`config.mk`:
```
export PLATFORM = sky130hd
export DESIGN_NAME = three_level_ready_queue_scheduler
export DESIGN_NICKNAME = d
export VERILOG_FILES = /design/src/sv/tlrq_pkg.sv /design/src/sv/three_level_ready_queue_scheduler.sv
export SDC_FILE = /design/constraint.sdc
export NUM_CORES = 1
export LEC_CHECK = 0
export BUFFER_PORTS_ARGS = -buffer_cell sky130_fd_sc_hd__buf_2
export CAP_MARGIN = 20
export CORE_ASPECT_RATIO = 1.25
export CORE_MARGIN = 2
export CORE_UTILIZATION = 34
export CTS_BUF_LIST = sky130_fd_sc_hd__clkbuf_8
export DETAILED_ROUTE_END_ITERATION = 7
export HOLD_SLACK_MARGIN = 0.05
export PLACE_DENSITY = 0.62
export SYNTH_ARGS = -nofsm -noshare
export SYNTH_HDL_FRONTEND = slang
export SYNTH_SLANG_ARGS = --single-unit
```
`constraint.sdc`:
```
create_clock -name clk -period 6.65 [get_ports clk]
set_input_delay 0.9975 -clock clk [delete_from_list [all_inputs] [get_ports clk]]
set_output_delay 0.9975 -clock clk [all_outputs]
set_load 0.05 [all_outputs]
```
`src/sv/tlrq_pkg.sv`:
```
// Package: shared types, constants and class helper for the ready queue scheduler
`timescale 1ns / 1ps
package tlrq_pkg;

  // slot table sizing
  localparam int TASK_SLOTS    = 8;
  localparam int PROCESS_SLOTS = 16;
  localparam int NSLOTS        = TASK_SLOTS + PROCESS_SLOTS;
  localparam int SLOT_W        = 5;
  localparam int FUN_W         = 5;
  localparam logic [SLOT_W-1:0] HW_SLOT = SLOT_W'(TASK_SLOTS - 1);
  localparam logic [FUN_W-1:0] FUN_RESET = FUN_W'(2);

  // APB register map (word index taken from paddr[2])
  localparam int PADDR_W = 3;
  localparam logic REG_FIRST_USER = 1'b0;

  // link or head pointer: nil flag plus slot
  typedef struct packed {
    logic              nil;
    logic [SLOT_W-1:0] slot;
  } link_t;

  localparam link_t LINK_NIL = '{nil: 1'b1, slot: '0};

  typedef enum logic [1:0] {
    Q_TASK   = 2'd0,
    Q_SERVER = 2'd1,
    Q_USER   = 2'd2
  } qid_t;

  typedef enum logic [1:0] {
    K_READY   = 2'd0,
    K_UNREADY = 2'd1,
    K_SCHED   = 2'd2,
    K_PICK    = 2'd3
  } kind_t;

  typedef enum logic [3:0] {
    S_IDLE,
    S_DECODE,
    S_RDY_FIN,
    S_UN_HEAD,
    S_UN_WALK,
    S_UN_LINK,
    S_SCHED,
    S_SCHED2,
    S_PICK,
    S_DONE
  } st_t;

  // user: slot at or above TASK_SLOTS + first_user_number
  function automatic logic is_user(input logic [SLOT_W-1:0] slot,
                                   input logic [FUN_W-1:0] fun);
    logic [SLOT_W:0] lim;
    lim = (SLOT_W+1)'(TASK_SLOTS) + (SLOT_W+1)'(fun);
    return ({1'b0, slot} >= (SLOT_W+1)'(TASK_SLOTS)) && ({1'b0, slot} >= lim);
  endfunction

  function automatic qid_t class_of(input logic [SLOT_W-1:0] slot,
                                    input logic [FUN_W-1:0] fun);
    qid_t q;
    if ({1'b0, slot} < (SLOT_W+1)'(TASK_SLOTS)) q = Q_TASK;
    else if (!is_user(slot, fun)) q = Q_SERVER;
    else q = Q_USER;
    return q;
  endfunction

endpackage

```
`src/sv/three_level_ready_queue_scheduler.sv`:
```
// Top level: three linked ready queues over a slot table, walked by a small sequencer
//
//  channel | dir | handshake          | beat
//  --------+-----+--------------------+---------------------------------------------
//  in      | in  | in_valid/in_ready  | kind, process_slot
//  out     | out | out_valid/out_ready| running/previous/billed slot, idle flags,
//          |     |                    | was_queued
//  apb     | in  | psel/penable       | first_user_number at word 0
//
// One beat in flight. Idle takes a beat into decode; a beat that changes nothing then goes to
// done, ready adds a finishing step, pick a pick step, unready of a head a head update and a
// pick, sched two link writes and a pick; unready further down reads one link per walk step
// and adds a relink on a hit. The link memory's registered read sets one link per cycle.
// Result stays on the outputs until out_ready; in_ready is low meanwhile and in reset.
// Synchronous reset empties all queues and sets the run state to idle.
`timescale 1ns / 1ps
module three_level_ready_queue_scheduler (
  input  logic                        clk,
  input  logic                        rst,
  // input beats
  input  logic                        in_valid,
  output logic                        in_ready,
  input  logic [1:0]                  kind,
  input  logic [4:0]                  process_slot,
  // result beats
  output logic                        out_valid,
  input  logic                        out_ready,
  output logic [4:0]                  running_slot,
  output logic                        running_idle,
  output logic [4:0]                  previous_slot,
  output logic                        previous_idle,
  output logic [4:0]                  billed_slot,
  output logic                        was_queued,
  // APB configuration port
  input  logic                        psel,
  input  logic                        penable,
  input  logic                        pwrite,
  input  logic [tlrq_pkg::PADDR_W-1:0] paddr,
  input  logic [31:0]                 pwdata,
  output logic [31:0]                 prdata,
  output logic                        pready
);

  tlrq_pkg::st_t  state, state_next;
  tlrq_pkg::kind_t kind_q;
  logic [tlrq_pkg::SLOT_W-1:0] slot_q;
  logic [tlrq_pkg::SLOT_W-1:0] cur_ptr;
  logic [tlrq_pkg::FUN_W-1:0]  first_user_number;

  tlrq_pkg::link_t queue_head [3];
  logic [tlrq_pkg::SLOT_W-1:0] queue_tail [3];
  logic [tlrq_pkg::NSLOTS-1:0] queued;

  logic [tlrq_pkg::SLOT_W-1:0] cur_slot, prev_slot, billed;
  logic cur_idle, prev_idle, removed;

  // link memory
  tlrq_pkg::link_t link_mem [tlrq_pkg::NSLOTS];
  tlrq_pkg::link_t rd_data;
  tlrq_pkg::link_t mem_wdata;
  logic [tlrq_pkg::SLOT_W-1:0] mem_waddr, mem_raddr;
  logic mem_we;

  tlrq_pkg::qid_t q;
  logic in_range;
  tlrq_pkg::link_t pick_head;
  logic apb_wr;

  // decode of the latched beat
  assign q        = tlrq_pkg::class_of(slot_q, first_user_number);
  assign in_range = int'(slot_q) < tlrq_pkg::NSLOTS;

  // highest non-empty queue head
  always_comb begin
    if (!queue_head[tlrq_pkg::Q_TASK].nil) pick_head = queue_head[tlrq_pkg::Q_TASK];
    else if (!queue_head[tlrq_pkg::Q_SERVER].nil) pick_head = queue_head[tlrq_pkg::Q_SERVER];
    else pick_head = queue_head[tlrq_pkg::Q_USER];
  end

  // APB
  assign pready = 1'b1;
  assign apb_wr = psel && penable && pwrite && (paddr[2] == tlrq_pkg::REG_FIRST_USER);
  assign prdata = (paddr[2] == tlrq_pkg::REG_FIRST_USER) ?
                  {{(32-tlrq_pkg::FUN_W){1'b0}}, first_user_number} : 32'd0;

  // next state
  always_comb begin
    state_next = state;
    case (state)
      tlrq_pkg::S_IDLE: begin
        if (in_valid) state_next = tlrq_pkg::S_DECODE;
      end
      tlrq_pkg::S_DECODE: begin
        case (kind_q)
          tlrq_pkg::K_READY: begin
            if (!in_range || queued[slot_q]) state_next = tlrq_pkg::S_DONE;
            else state_next = tlrq_pkg::S_RDY_FIN;
          end
          tlrq_pkg::K_UNREADY: begin
            if (!in_range || queue_head[q].nil) state_next = tlrq_pkg::S_DONE;
            else if (queue_head[q].slot == slot_q) state_next = tlrq_pkg::S_UN_HEAD;
            else state_next = tlrq_pkg::S_UN_WALK;
          end
          tlrq_pkg::K_SCHED: begin
            if (queue_head[tlrq_pkg::Q_USER].nil) state_next = tlrq_pkg::S_DONE;
            else state_next = tlrq_pkg::S_SCHED;
          end
          default: state_next = tlrq_pkg::S_PICK;
        endcase
      end
      tlrq_pkg::S_RDY_FIN: state_next = tlrq_pkg::S_DONE;
      tlrq_pkg::S_UN_HEAD: state_next = tlrq_pkg::S_PICK;
      tlrq_pkg::S_UN_WALK: begin
        if (rd_data.nil) state_next = tlrq_pkg::S_DONE;
        else if (rd_data.slot == slot_q) state_next = tlrq_pkg::S_UN_LINK;
      end
      tlrq_pkg::S_UN_LINK: state_next = tlrq_pkg::S_DONE;
      tlrq_pkg::S_SCHED:   state_next = tlrq_pkg::S_SCHED2;
      tlrq_pkg::S_SCHED2:  state_next = tlrq_pkg::S_PICK;
      tlrq_pkg::S_PICK:    state_next = tlrq_pkg::S_DONE;
      tlrq_pkg::S_DONE: begin
        if (out_ready) state_next = tlrq_pkg::S_IDLE;
      end
      default: state_next = tlrq_pkg::S_IDLE;
    endcase
  end

  // outputs and memory port controls
  always_comb begin
    in_ready  = 1'b0;
    out_valid = 1'b0;
    mem_we    = 1'b0;
    mem_waddr = '0;
    mem_wdata = tlrq_pkg::LINK_NIL;
    mem_raddr = '0;
    case (state)
      tlrq_pkg::S_IDLE: in_ready = !rst;
      tlrq_pkg::S_DECODE: begin
        case (kind_q)
          tlrq_pkg::K_READY: begin
            // append behind the old tail
            if (in_range && !queued[slot_q] && !queue_head[q].nil) begin
              mem_we    = 1'b1;
              mem_waddr = queue_tail[q];
              mem_wdata = '{nil: 1'b0, slot: slot_q};
            end
          end
          tlrq_pkg::K_UNREADY: mem_raddr = queue_head[q].slot;
          tlrq_pkg::K_SCHED:   mem_raddr = queue_head[tlrq_pkg::Q_USER].slot;
          default: mem_raddr = '0;
        endcase
      end
      tlrq_pkg::S_RDY_FIN: begin
        mem_we    = 1'b1;
        mem_waddr = slot_q;
      end
      tlrq_pkg::S_UN_WALK: begin
        // follow the chain; on a hit fetch the victim's own link
        mem_raddr = (rd_data.slot == slot_q) ? slot_q : rd_data.slot;
      end
      tlrq_pkg::S_UN_LINK: begin
        mem_we    = 1'b1;
        mem_waddr = cur_ptr;
        mem_wdata = rd_data;
      end
      tlrq_pkg::S_SCHED: begin
        mem_we    = 1'b1;
        mem_waddr = queue_tail[tlrq_pkg::Q_USER];
        mem_wdata = '{nil: 1'b0, slot: cur_ptr};
      end
      tlrq_pkg::S_SCHED2: begin
        mem_we    = 1'b1;
        mem_waddr = cur_ptr;
      end
      tlrq_pkg::S_DONE: out_valid = 1'b1;
      default: in_ready = 1'b0;
    endcase
  end

  // link memory, registered read
  always_ff @(posedge clk) begin
    if (mem_we) link_mem[mem_waddr] <= mem_wdata;
    rd_data <= link_mem[mem_raddr];
  end

  // sequencer and queue state
  always_ff @(posedge clk) begin
    if (rst) begin
      state             <= tlrq_pkg::S_IDLE;
      first_user_number <= tlrq_pkg::FUN_RESET;
      queued            <= '0;
      queue_head[0]     <= tlrq_pkg::LINK_NIL;
      queue_head[1]     <= tlrq_pkg::LINK_NIL;
      queue_head[2]     <= tlrq_pkg::LINK_NIL;
      cur_slot          <= tlrq_pkg::HW_SLOT;
      cur_idle          <= 1'b1;
      prev_slot         <= tlrq_pkg::HW_SLOT;
      prev_idle         <= 1'b1;
      billed            <= tlrq_pkg::HW_SLOT;
      removed           <= 1'b0;
    end else begin
      state <= state_next;
      if (apb_wr) first_user_number <= pwdata[tlrq_pkg::FUN_W-1:0];
      case (state)
        tlrq_pkg::S_IDLE: begin
          if (in_valid) begin
            kind_q  <= tlrq_pkg::kind_t'(kind);
            slot_q  <= process_slot;
            removed <= 1'b0;
          end
        end
        tlrq_pkg::S_DECODE: begin
          if (kind_q == tlrq_pkg::K_UNREADY) cur_ptr <= queue_head[q].slot;
          else cur_ptr <= queue_head[tlrq_pkg::Q_USER].slot;
        end
        tlrq_pkg::S_RDY_FIN: begin
          if (queue_head[q].nil) queue_head[q] <= '{nil: 1'b0, slot: slot_q};
          queue_tail[q]  <= slot_q;
          queued[slot_q] <= 1'b1;
        end
        tlrq_pkg::S_UN_HEAD: begin
          queue_head[q]  <= rd_data;
          queued[slot_q] <= 1'b0;
          removed        <= 1'b1;
        end
        tlrq_pkg::S_UN_WALK: begin
          if (!rd_data.nil && rd_data.slot != slot_q) cur_ptr <= rd_data.slot;
        end
        tlrq_pkg::S_UN_LINK: begin
          // victim was the tail: predecessor becomes the tail
          if (rd_data.nil) queue_tail[q] <= cur_ptr;
          queued[slot_q] <= 1'b0;
          removed        <= 1'b1;
        end
        tlrq_pkg::S_SCHED: begin
          // single entry rotates onto itself
          if (queue_tail[tlrq_pkg::Q_USER] == cur_ptr)
            queue_head[tlrq_pkg::Q_USER] <= '{nil: 1'b0, slot: cur_ptr};
          else
            queue_head[tlrq_pkg::Q_USER] <= rd_data;
          queue_tail[tlrq_pkg::Q_USER] <= cur_ptr;
        end
        tlrq_pkg::S_PICK: begin
          prev_slot <= cur_slot;
          prev_idle <= cur_idle;
          if (!pick_head.nil) begin
            cur_slot <= pick_head.slot;
            cur_idle <= 1'b0;
            if (tlrq_pkg::is_user(pick_head.slot, first_user_number))
              billed <= pick_head.slot;
          end else begin
            cur_slot <= tlrq_pkg::HW_SLOT;
            cur_idle <= 1'b1;
            billed   <= tlrq_pkg::HW_SLOT;
          end
        end
        default: removed <= removed;
      endcase
    end
  end

  assign running_slot  = cur_slot;
  assign running_idle  = cur_idle;
  assign previous_slot = prev_slot;
  assign previous_idle = prev_idle;
  assign billed_slot   = billed;
  assign was_queued    = removed;

endmodule

```
Word level (Yosys, flattened, before mapping)

Memory sizes are Yosys's and may differ from the RTL's. A register that Yosys moved wholly into a read port is not among the register bits.
Cells that the tools add are included.

Add/sub/neg operators: 1
Magnitude comparators: 8
Eq/ne operators: 19
Multiplexer cells: 82
Bitwise logic cells: 9
Reduce and logical (&&, ||, !) cells: 34

Operators by type and width:

| cell                                                | number |
|---|---|
| 2-to-1 mux 5 bit                                    | 11 |
| 2-to-1 mux 6 bit                                    | 8 |
| one-hot mux 24 bit (2 select lines)                 | 1 |
| 2-to-1 mux 1 bit                                    | 39 |
| one-hot mux 5 bit (2 select lines)                  | 3 |
| 2-to-1 mux 4 bit                                    | 7 |
| one-hot mux 4 bit (7 select lines)                  | 1 |
| AND 24 bit                                          | 1 |
| inverter 24 bit                                     | 1 |
| OR 24 bit                                           | 1 |
| one-hot mux 5 bit (4 select lines)                  | 1 |
| one-hot mux 6 bit (3 select lines)                  | 1 |
| equality test 4 x 3 -> 1 bit, second input constant | 4 |
| equality test 5 bit                                 | 3 |
| >= comparator 5 x 6 -> 1 bit                        | 2 |
| one-hot mux 4 bit (3 select lines)                  | 1 |
| >= comparator 5 x 4 -> 1 bit, second input constant | 2 |
| logical AND 1 bit                                   | 9 |
| AND reduction 3 bit                                 | 3 |
| equality test 4 x 2 -> 1 bit, second input constant | 2 |
| equality test 4 bit, second input constant          | 2 |
| 2-to-1 mux 2 bit                                    | 4 |
| nonzero test 2 bit                                  | 4 |
| adder 4 x 5 -> 6 bit, first input constant          | 1 |
| 26 further kinds                                    | 41 |

Flip-flop bits (word level): 63
Memory bits (writable): 177
Output and inout bits: 53
Logic and storage cells: 168
Memories kept: 3

Memory list:

| name       | depth | bits a word | read ports | clocked after Yosys merged registers in | wr ports | RTL line                                | RTL |
|---|---|---|---|---|---|---|---|
| link_mem   | 24    | 6           | 1          | 1                                       | 1        | three_level_ready_queue_scheduler.sv:58 | `tlrq_pkg::link_t link_mem [tlrq_pkg::NSLOTS];` |
| queue_head | 3     | 6           | 4          | 0                                       | 3        | three_level_ready_queue_scheduler.sv:50 | `tlrq_pkg::link_t queue_head [3];` |
| queue_tail | 3     | 5           | 2          | 0                                       | 1        | three_level_ready_queue_scheduler.sv:51 | `logic [tlrq_pkg::SLOT_W-1:0] queue_tail [3];` |

Longest topological paths before layout

An unclocked memory read counts as a cell.

Word-level depth: 13
Depth in mapped cells: 15
Depth with buffers taken out: 13

Least setup slack after synthesis

No wires, ideal clock.

Kind: in2out
From: input port rst
To: output port in_ready
Arrival: 2,861 ps
Data required time: 5,653 ps
Path slack: 2,791 ps
Stages: 2
Cells stage by stage: clkbuf_1 > nor4b_1

Cells in the longest elaborated chain, start to end: 2

RTL lines:

| element           | RTL line                                 | RTL |
|---|---|---|
| from (decl)       | three_level_ready_queue_scheduler.sv:19  | `input logic rst,` |
| logical NOT 1 bit | three_level_ready_queue_scheduler.sv:137 | `tlrq_pkg::S_IDLE: in_ready = !rst;` |
| 2-to-1 mux 1 bit  | three_level_ready_queue_scheduler.sv:136 | `case (state)` |
| to (decl)         | three_level_ready_queue_scheduler.sv:22  | `output logic in_ready,` |

No other way between the ends.

Final worst setup path

From: register slot_q[0] (netlist bit)
To: memory link_mem[21][3] (netlist bit) (enable)

Cells in the longest elaborated chain, start to end: 12

RTL lines:

| element                                                                             | RTL line                                 | RTL |
|---|---|---|
| from (decl)                                                                         | three_level_ready_queue_scheduler.sv:46  | `logic [tlrq_pkg::SLOT_W-1:0] slot_q;` |
| from (signal assigned)                                                              | three_level_ready_queue_scheduler.sv:208 | `slot_q <= process_slot;` |
| >= comparator 5 x 6 -> 1 bit / >= comparator 5 x 4 -> 1 bit (equally long branches) | tlrq_pkg.sv:57                           | `return ({1'b0, slot} >= (SLOT_W+1)'(TASK_SLOTS)) && ({1'b0, slot} >= lim);` |
| logical AND 1 bit                                                                   | tlrq_pkg.sv:57                           |  |
| 2-to-1 mux 2 bit                                                                    | tlrq_pkg.sv:64                           | `else if (!is_user(slot, fun)) q = Q_SERVER;` |
| 2-to-1 mux 2 bit                                                                    | tlrq_pkg.sv:63                           | `if ({1'b0, slot} < (SLOT_W+1)'(TASK_SLOTS)) q = Q_TASK;` |
| memory (3 x 6 bit)                                                                  | --                                       |  |
| logical NOT 1 bit                                                                   | three_level_ready_queue_scheduler.sv:142 | `if (in_range && !queued[slot_q] && !queue_head[q].nil) begin` |
| logical AND 1 bit                                                                   | three_level_ready_queue_scheduler.sv:142 |  |
| 2-to-1 mux 1 bit                                                                    | three_level_ready_queue_scheduler.sv:142 |  |
| 2-to-1 mux 1 bit                                                                    | three_level_ready_queue_scheduler.sv:139 | `case (kind_q)` |
| one-hot mux 1 bit (2 select lines)                                                  | three_level_ready_queue_scheduler.sv:136 |  |
| 2-to-1 mux 1 bit                                                                    | three_level_ready_queue_scheduler.sv:182 | `if (mem_we) link_mem[mem_waddr] <= mem_wdata;` |
| 2-to-1 mux 1 bit (not written as such)                                              | three_level_ready_queue_scheduler.sv:182 |  |
| to (decl)                                                                           | three_level_ready_queue_scheduler.sv:58  |  |

Parallel ways exist; a longest one is shown, timed or not. The select of a mux whose other input is x is not followed.

==> results_dict.tcl <==
set metrics [dict create \
    ys.flop_type "edfxtp_1" \
    max_clock_freq_mhz 203 \
    multi_input_area_um2 4550 \
    hold_ws_ns 0.453 \
    synth_area_leaders "edfxtp_1 48%, dfxtp_1 9.6%, mux2i_1 5.4%" \
    grt_pass1_wl_mm 44.9 \
    antenna_found_initial 0 \
    end_kind "flop" \
    grt_max_degree 48 \
    routed_wl_mm 29.2 \
    vias 8334 \
    period_minus_slack_ns 4.92 \
    vias_per_cell 5.21 \
    slew_viol_final 0 \
    numClockSinks 246 \
    skew_ns 0.0240 \
    synthToLayoutAreaGrowth_pct 10.2 \
    report.final.hold_viol_count 0 \
    r2r-end "link_mem[21][3]" \
    synth_common_cells "189 x edfxtp_1, 140 x nand2_1, 139 x nor2_1" \
    pre_cts_slack_ns 1.78 \
    drc 0 \
    antenna_cells 0 \
    register_area_um2 6820 \
    synth-warning-count 0 \
    ir_drop_v 0.0000945 \
    clock_latency_ns 0.55 \
    worstPathArrival_ns 5.09 \
    cts_tree "done" \
    rsz0062_at_grt "false" \
    grt_pass1_vias 8268 \
    outcome "finished clean" \
    worst_slew_pin_slew_ns 1.04 \
    synth_top_area_frac 0.477 \
    min_path_cells 2 \
    initial_core_util 0.345 \
    yosysMostFrequentCell "edfxtp_1" \
    holdBufCountCts 0 \
    htreeDepth 2 \
    worstPathRequired_ns 6.81 \
    powerDensity_nw_per_um2 244 \
    drt-pass1-iter-count 8 \
    die_x_um 171 \
    rows 76 \
    finalSetupTns_ns 0 \
    r2r_start "slot_q[0]" \
    cts_resized 0 \
    setup_viol 0 \
    place_congestion 0.878 \
    hold_class "flop to flop" \
    coreArea_um2 34500 \
    overflow 0 \
    path_class "flop to flop" \
    cp_max_fo 16 \
    yosysSeqAreaShare 0.573 \
    drtAntennaViolNets 0 \
    io_buffers 44 \
    ff2ff_setup_slack_ns 1.73 \
    worstRegToRegCells 10 \
    syn_area_um2 11900 \
    routedWlPerCell_um 18.2 \
    dpl_cell_area_um2 12400 \
    hpwl_mm 19.7 \
    finalNetCount 1163 \
    worstSetupStartpointType "flop" \
    cts_buffers 39 \
    track_usage 0.159 \
    async_reset_ff_frac 0 \
    clock_path_buffers 3 \
    post_cts_buffers 0 \
    layout_setup_ws_ns 1.73 \
    fillers 3351 \
    ys_ff_latch 246 \
    drive_above_1_share 0.141 \
    endpoint "link_mem[21][3]" \
    p_leak_nw 4.71 \
    syn_avg_cell_area_um2 11.3 \
    yosysUniqueCellTypes 80 \
    netlist_instances 1056 \
    stdcell_area_um2 13100 \
    relSlewSlack 0.305 \
    drtIter0Drc 632 \
    startpoint "slot_q[0]" \
    die_h_um 213 \
    synth_top_area_cell "edfxtp_1" \
    die_area_um2 36500 \
    maxCapViolCount 0 \
    path_clk_slew_ns 0.06 \
    synth_edf_count 189 \
    finalCritPeriodShare 0.740 \
    root_buffer "clkbuf_8" \
    io_pins 102 \
]
==> worst min-delay path by stage <==
stage / from / end / slack (ns)
floorplan: first_user_number[2] / first_user_number[2] / 0.46
global placement: previous_slot[4] / previous_slot[4] / 0.44
detailed placement: previous_slot[4] / previous_slot[4] / 0.44
CTS: previous_slot[4] / previous_slot[4] / 0.45
global route: previous_slot[4] / previous_slot[4] / 0.48
finish: previous_slot[4] / previous_slot[4] / 0.45
==> stage by stage <==
stage | utilization | std cells | power (mW)
6_report | 0.380 | 1600 | 3.19
5_1_grt | 0.380 | 1600 | 3.31
4_1_cts | 0.379 | 1598 | 3.22
3_5_place_dp | 0.358 | 1526 | 2.03
3_3_place_gp | 0.358 | 1525 | 2.03
2_1_floorplan | - | 1082 | 1.97
==> registers in the layout, summed over array words and instances (netlist names), named ones only <==
name               count
billed_slot            5
cur_ptr                5
first_user_number      5
kind_q                 2
link_mem             144
previous_idle          1
previous_slot          5
queue_head            18
queue_tail            15
rd_data                6
running_idle           1
running_slot           5
slot_q                 5
state                  4
was_queued             1
==> report_power, final <==
part | internal [mW] | switching, mW
sequential | 1.66 | 0.0381
combinational | 0.0888 | 0.215
clock | 0.598 | 0.590
==> per-layer routing <==
metal | track usage | share of wire | up-vias
met2 | 0.287 | 0.51 | 328
met4 | 0.0845 | 0.051 | 0
li1 | - | - | 3954
met1 | 0.178 | 0.38 | 3953
met3 | 0.0247 | 0.054 | 99
met5 | 0 | 0 | -
==> logic make-up after synthesis <==
logic type	count (synthesis)	share of synthesized area
other cells	2	0.000631
compound gates	210	0.127
buf+inv	103	0.0535
fa+ha+maj	13	0.0137
simple gates	387	0.144
xor+xnor	13	0.00957
flops	246	0.573
mux	82	0.0782
==> worst max-delay path, stage by stage (launching register included) <==
cell and delay [ns]:
edfxtp_1 0.76, inv_1 0.39, ha_1 0.38, nand2b_1 0.09
a21oi_1 0.13, o21ai_2 0.64, mux2i_1 0.35, o2111ai_2 0.36
o21ai_0 0.65, nand2_1 0.26, nor2_1 0.54
==> cells in the final DEF, fill, tap and decap left out, types with 8 or more instances in the layout <==
cell type / n
a222oi_1: 8
a21oi_1: 49
mux2_2: 11
clkbuf_8: 43
edfxtp_1: 189
nand3_1: 29
mux2i_1: 64
nor2_1: 139
buf_2: 44
a22oi_1: 15
o22ai_1: 14
nand2b_1: 11
nand2_1: 140
dfxtp_1: 57
a311oi_1: 25
inv_1: 35
ha_1: 13
nor3_1: 20
conb_1: 28
buf_4: 16
o21ai_0: 27
==> cell type report <==
type / count / area share
multi-input cells: 733 / 0.347
flip-flops and latches: 246 / 0.520
clock buffers: 43 / 0.0451
clock inverters: 29 / 0.00954
well taps: 468 / 0.0447
repair buffers: 63 / 0.0287
inverters: 18 / 0.00515
Power figures use the tool's default switching activity.
